==> src/rpc_pkg.sv <==
// ----------------------------------------------------------------------------
// rpc_pkg
// Shared types, widths and helpers for the reachable pair counter.
// ----------------------------------------------------------------------------
package rpc_pkg;

  localparam int MAX_NODES   = 64;
  localparam int NODE_W      = $clog2(MAX_NODES);
  localparam int COUNT_W     = NODE_W + 1;
  localparam int TOTAL_W     = 13;
  localparam int QPTR_W      = 2;
  localparam int QUEUE_DEPTH = 1 << QPTR_W;
  localparam int QCNT_W      = QPTR_W + 1;
  localparam int PADDR_W     = 3;
  localparam int PDATA_W     = 32;

  localparam logic [PADDR_W-3:0] REG_NODE_COUNT   = '0;
  localparam logic [COUNT_W-1:0] NODE_COUNT_RESET = COUNT_W'(64);
  localparam logic               KIND_COMPUTE     = 1'b1;

  typedef enum logic {
    OP_EDGE,
    OP_COMPUTE
  } op_t;

  typedef struct packed {
    op_t              op;
    logic [NODE_W-1:0] src;
    logic [NODE_W-1:0] dst;
  } cmd_t;

  typedef enum logic [1:0] {
    ST_IDLE,
    ST_PICK,
    ST_MERGE
  } back_state_t;

  // Saturate the programmed node count to the matrix size.
  function automatic logic [COUNT_W-1:0] eff_count(input logic [COUNT_W-1:0] nc);
    logic [COUNT_W-1:0] res;
    if (nc > COUNT_W'(MAX_NODES)) res = COUNT_W'(MAX_NODES);
    else res = nc;
    return res;
  endfunction

endpackage

==> src/rpc_front.sv <==
// ----------------------------------------------------------------------------
// rpc_front
// Accepts input requests, drops out-of-range edges, and queues the rest
// as commands for the back end.
// ----------------------------------------------------------------------------
module rpc_front (
  input  logic                               clk,
  input  logic                               rst,
  input  logic                               in_valid,
  output logic                               in_ready,
  input  logic                               kind,
  input  logic [rpc_pkg::NODE_W-1:0]         src_node,
  input  logic [rpc_pkg::NODE_W-1:0]         dst_node,
  input  logic [rpc_pkg::COUNT_W-1:0]        n_eff,
  output logic                               q_valid,
  output rpc_pkg::cmd_t                      q_cmd,
  input  logic                               q_pop
);

  rpc_pkg::cmd_t               slots [rpc_pkg::QUEUE_DEPTH];
  logic [rpc_pkg::QPTR_W-1:0]  wr_ptr;
  logic [rpc_pkg::QPTR_W-1:0]  rd_ptr;
  logic [rpc_pkg::QCNT_W-1:0]  count;
  logic                        keep;
  logic                        push;
  logic                        pop;
  rpc_pkg::cmd_t               cmd_in;

  assign in_ready = (count != rpc_pkg::QCNT_W'(rpc_pkg::QUEUE_DEPTH));

  always_comb begin
    cmd_in.op  = (kind == rpc_pkg::KIND_COMPUTE) ? rpc_pkg::OP_COMPUTE : rpc_pkg::OP_EDGE;
    cmd_in.src = src_node;
    cmd_in.dst = dst_node;
    // drop edges that name a node outside the active range
    keep = (cmd_in.op == rpc_pkg::OP_COMPUTE) ||
           ((rpc_pkg::COUNT_W'(src_node) < n_eff) && (rpc_pkg::COUNT_W'(dst_node) < n_eff));
  end

  assign push    = in_valid && in_ready && keep;
  assign pop     = q_pop && q_valid;
  assign q_valid = (count != '0);
  assign q_cmd   = slots[rd_ptr];

  always_ff @(posedge clk) begin
    if (push) slots[wr_ptr] <= cmd_in;
  end

  always_ff @(posedge clk) begin
    if (rst) begin
      wr_ptr <= '0;
      rd_ptr <= '0;
      count  <= '0;
    end else begin
      if (push) wr_ptr <= wr_ptr + 1'b1;
      if (pop) rd_ptr <= rd_ptr + 1'b1;
      if (push && !pop) count <= count + 1'b1;
      else if (pop && !push) count <= count - 1'b1;
    end
  end

endmodule

==> config.mk <==
export PLATFORM = sky130hd
export DESIGN_NAME = rpc_front
export DESIGN_NICKNAME = d
export VERILOG_FILES = /design/src/rpc_pkg.sv /design/src/rpc_front.sv
export SDC_FILE = /design/constraint.sdc
export NUM_CORES = 1
export LEC_CHECK = 0
export ABC_AREA = 0
export BUFFER_PORTS_ARGS = -buffer_cell sky130_fd_sc_hd__buf_2
export CORE_MARGIN = 2
export CORE_UTILIZATION = 35
export DETAILED_ROUTE_END_ITERATION = 8
export GPL_TIMING_DRIVEN = 1
export PLACE_DENSITY = 0.53
export SETUP_SLACK_MARGIN = 0.5
export SYNTH_ARGS = -nofsm -noshare
export SYNTH_HDL_FRONTEND = slang
export SYNTH_SLANG_ARGS = --single-unit
export TNS_END_PERCENT = 100
==> constraint.sdc <==
create_clock -name clk -period 2.34 [get_ports clk]
set_input_delay 0.117 -clock clk [delete_from_list [all_inputs] [get_ports clk]]
set_output_delay 0.117 -clock clk [all_outputs]
set_load 0.03 [all_outputs]
==> results.json <==
{
  "first_pass_iters": 3,
  "via_per_inst": 4.62,
  "grt_pass1_wl_um": 8210,
  "die_h_um": 90,
  "hold_path_startpoint": "src_node[3]",
  "worst_pin_slew_ns": 0.377,
  "grt_pass1_vias": 1654,
  "synth_top_area_cell": "edfxtp_1",
  "clk_pin_slew_worst_paths_ns": 0.06,
  "crit_path_end_kind": "register",
  "preCtsSetupSlack_ns": -0.214,
  "fmax_ghz": 0.455,
  "synth_ff_type": "edfxtp_1",
  "slew_headroom_pct": 74.8,
  "hold_violations": 0,
  "slowest_delay_ns": 0.37,
  "finalCritPeriodShare_pct": 94.0,
  "n_antenna_cell": 0,
  "r2r-start": "count[1]",
  "leakagePower_nw": 1.29,
  "drtAntennaViolNets": 0,
  "final_nets": 261,
  "synth-edff-count": 52,
  "clockBufferDepth": 2,
  "min_path_cells": 1,
  "holdPathEnd": "slots[3][9]",
  "synth_area_sq_um": 2590,
  "synth.top_cell.area_share_pct": 60.3,
  "synth_cell_types": 25,
  "synth_warnings": 0,
  "async_flop_share_pct": 0,
  "drtIter0Drc": 49,
  "gp_congestion": 0.720,
  "die_area_sq_um": 8100,
  "whs_ns": 0.0335,
  "finalSetupViolCount": 0,
  "antenna_found_initial": 0,
  "cp_common_cell": "inv_2",
  "ys_top_cells_by_area": "edfxtp_1 60%, mux4_2 11%, ha_1 7.2%",
  "die_width_um": 90,
  "dp_hpwl_um": 3700,
  "tns_ns": 0,
  "worstHoldPathType": "in2reg",
  "clock-skew-final_ns": 0.00496,
  "slew_violations": 0,
  "cts_buffers": 9,
  "core_sq_um": 7210,
  "reg2reg_depth": 11,
  "clock_latency_ns": 0.33,
  "period_minus_slack_ns": 2.20,
  "cp.required_ns": 2.61,
  "gr-total-overflow": 0,
  "synthToLayoutAreaGrowth_pct": 33.9,
  "htreeDepth": 3,
  "drc_errors": 0,
  "fin_ws_ns": 0.141,
  "gr-usage-all-layers_pct": 13.6,
  "seq_area_frac_synth_pct": 67.3,
  "drive_gt1_share_pct": 51.6,
  "grt_max_degree": 14,
  "start_util_pct": 35.9,
  "crit_path_start": "count[1]",
  "cts_tree": "built",
  "p_per_area_nw_per_um2": 997,
  "r2r-end": "count[2]",
  "rows": 31,
  "crit_arrival_ns": 2.47,
  "syn_avg_cell_area_sq_um": 17.4,
  "cp_max_fo": 4,
  "status": "finished clean",
  "clock-sinks": 61,
  "clock-root-buffer": "clkbuf_8",
  "maxCapViolCount": 0,
  "path_cells": "nor2_4 -> nand2_4 -> o211ai_1 -> o41a_4 -> inv_2 -> ha_4 -> inv_2 -> fa_2 -> xor2_1 -> or3_1 -> a21oi_2",
  "syn-instance-count": 149,
  "io_buffers": 38,
  "yosys_register_bits": 61,
  "ir_drop_uv": 541,
  "ioPinCount": 39,
  "syn_nets": 189,
  "critPathLaunchType": "register",
  "wl_per_cell_um": 16.3,
  "synth_commonest_cells": "52 x edfxtp_1, 15 x ha_1, 13 x mux4_2",
  "crit_slowest_cell": "dfxtp_4",
  "dr_total_vias": 1497,
  "postRouteWirelength_um": 5280,
  "rsz0062_at_grt": "yes",
  "nFillCells": 677,
  "yosysMostFrequentCell": "edfxtp_1",
  "path_class": "reg2reg",
  "rrSetupSlack_ns": 0.14
}
-- final cells by class --
class	instances	area, sq um	area share, %
Timing Repair Buffer	64	468	13.5
Multi-Input combinational cell	75	918	26.5
Sequential cell	61	1750	50.5
Clock inverter	6	31.3	0.903
Tap cell	99	124	3.57
Clock buffer	9	124	3.57
Inverter	10	50.0	1.44
-- where the power goes --
group          switching (mW)  internal (mW)  leakage [nW]
Combinational           0.690          0.584         0.667
Sequential             0.0818           1.35         0.552
Clock                   0.385          0.364        0.0736
Total                    1.16           2.30          1.29
-- through the flow --
step / utilization (%) / cell area [sq um] / total power [mW] / cells
after detailed placement: 43.7 / 3150 / 2.62 / 300
after global routing: 48.0 / 3470 / 3.65 / 324
after floorplan: - / 2700 / 2.25 / 149
after CTS: 46.8 / 3380 / 3.45 / 320
final: 48.0 / 3470 / 3.46 / 324
after global placement: 43.7 / 3150 / 2.58 / 300
-- logic make-up (layout without fill, tap and decap cells) --
| logic type | after synthesis | count (layout) | synth area share, % |
|---|---|---|---|
| flip-flops | 61 | 61 | 67.3 |
| AND/OR/NAND/NOR | 28 | 28 | 5.80 |
| adder cells (fa/ha/maj) | 16 | 16 | 8.02 |
| multiplexers | 16 | 16 | 12.7 |
| buffers and inverters | 13 | 89 | 1.93 |
| AO/OA/AOI/OAI | 11 | 11 | 2.95 |
| XOR/XNOR | 4 | 4 | 1.35 |
-- worst max-delay path, delay by kind of cell, from the launching register on --
| kind | cells | cell delay, ns |
|---|---|---|
| xor gates and xnor gates | 1 | 0.18 |
| buffers and inverters | 2 | 0.11 |
| AOI/OAI and AO/OA | 3 | 0.59 |
| adders and majority gates | 2 | 0.46 |
| DFF | 1 | 0.37 |
| and+or+nand+nor | 3 | 0.43 |
-- registers in the layout, summed over array words and instances, names as in the netlist, named ones only --
name and count:
count 3, rd_ptr 2, slots 52, wr_ptr 2
-- routing by layer --
layer	vias to the layer above	global-route usage, %	part of all wire (%)
met1	741	16.0	42
met5	-	0	0
li1	718	-	-
met3	10	3.52	3.6
met4	0	6.92	2.1
met2	28	22.9	53
-- repair_timing --
item | CTS | global route
pin swaps | 7 | 3
setup endpoints to repair | 59 | 54
cloned | 0 | 1
endpoints found under the hold margin | 4 | 0
hold buffers | 1 | 0
buffers inserted | 4 | 3
gates resized for setup | 10 | 9
-- cells in the final DEF, fill, tap and decap left out, types with 2 or more instances in the layout --
cell type / netlist / routed
edfxtp_1: 52 / 52
buf_2: 1 / 38
buf_4: 0 / 14
mux4_2: 13 / 13
ha_1: 15 / 9
clkbuf_8: 0 / 9
nor2_1: 9 / 8
ha_4: 0 / 6
dfxtp_1: 9 / 6
buf_6: 0 / 6
nand2b_1: 5 / 5
inv_1: 10 / 5
xor2_1: 4 / 4
nand3_1: 4 / 3
a21oi_2: 0 / 3
nand2_1: 3 / 3
and2b_2: 4 / 3
clkinv_1: 0 / 3
a21oi_1: 5 / 2
inv_2: 0 / 2
or3_1: 2 / 2
inv_6: 0 / 2
mux2i_1: 2 / 2
clkinvlp_4: 0 / 2
dfxtp_4: 0 / 2
buf_8: 0 / 2
buf_12: 0 / 2
-- how the worst max path moves through the flow --
stage / to / slack (ns) / cells past startpoint
2_1_floorplan: count[2] / -0.004 / 12
3_3_place_gp: count[2] / -0.14 / 13
3_5_place_dp: count[2] / -0.21 / 13
4_1_cts: count[2] / 0.05 / 11
5_1_grt: count[2] / 0.05 / 11
6_report: count[2] / 0.14 / 11
Power figures use the tool's default switching activity.
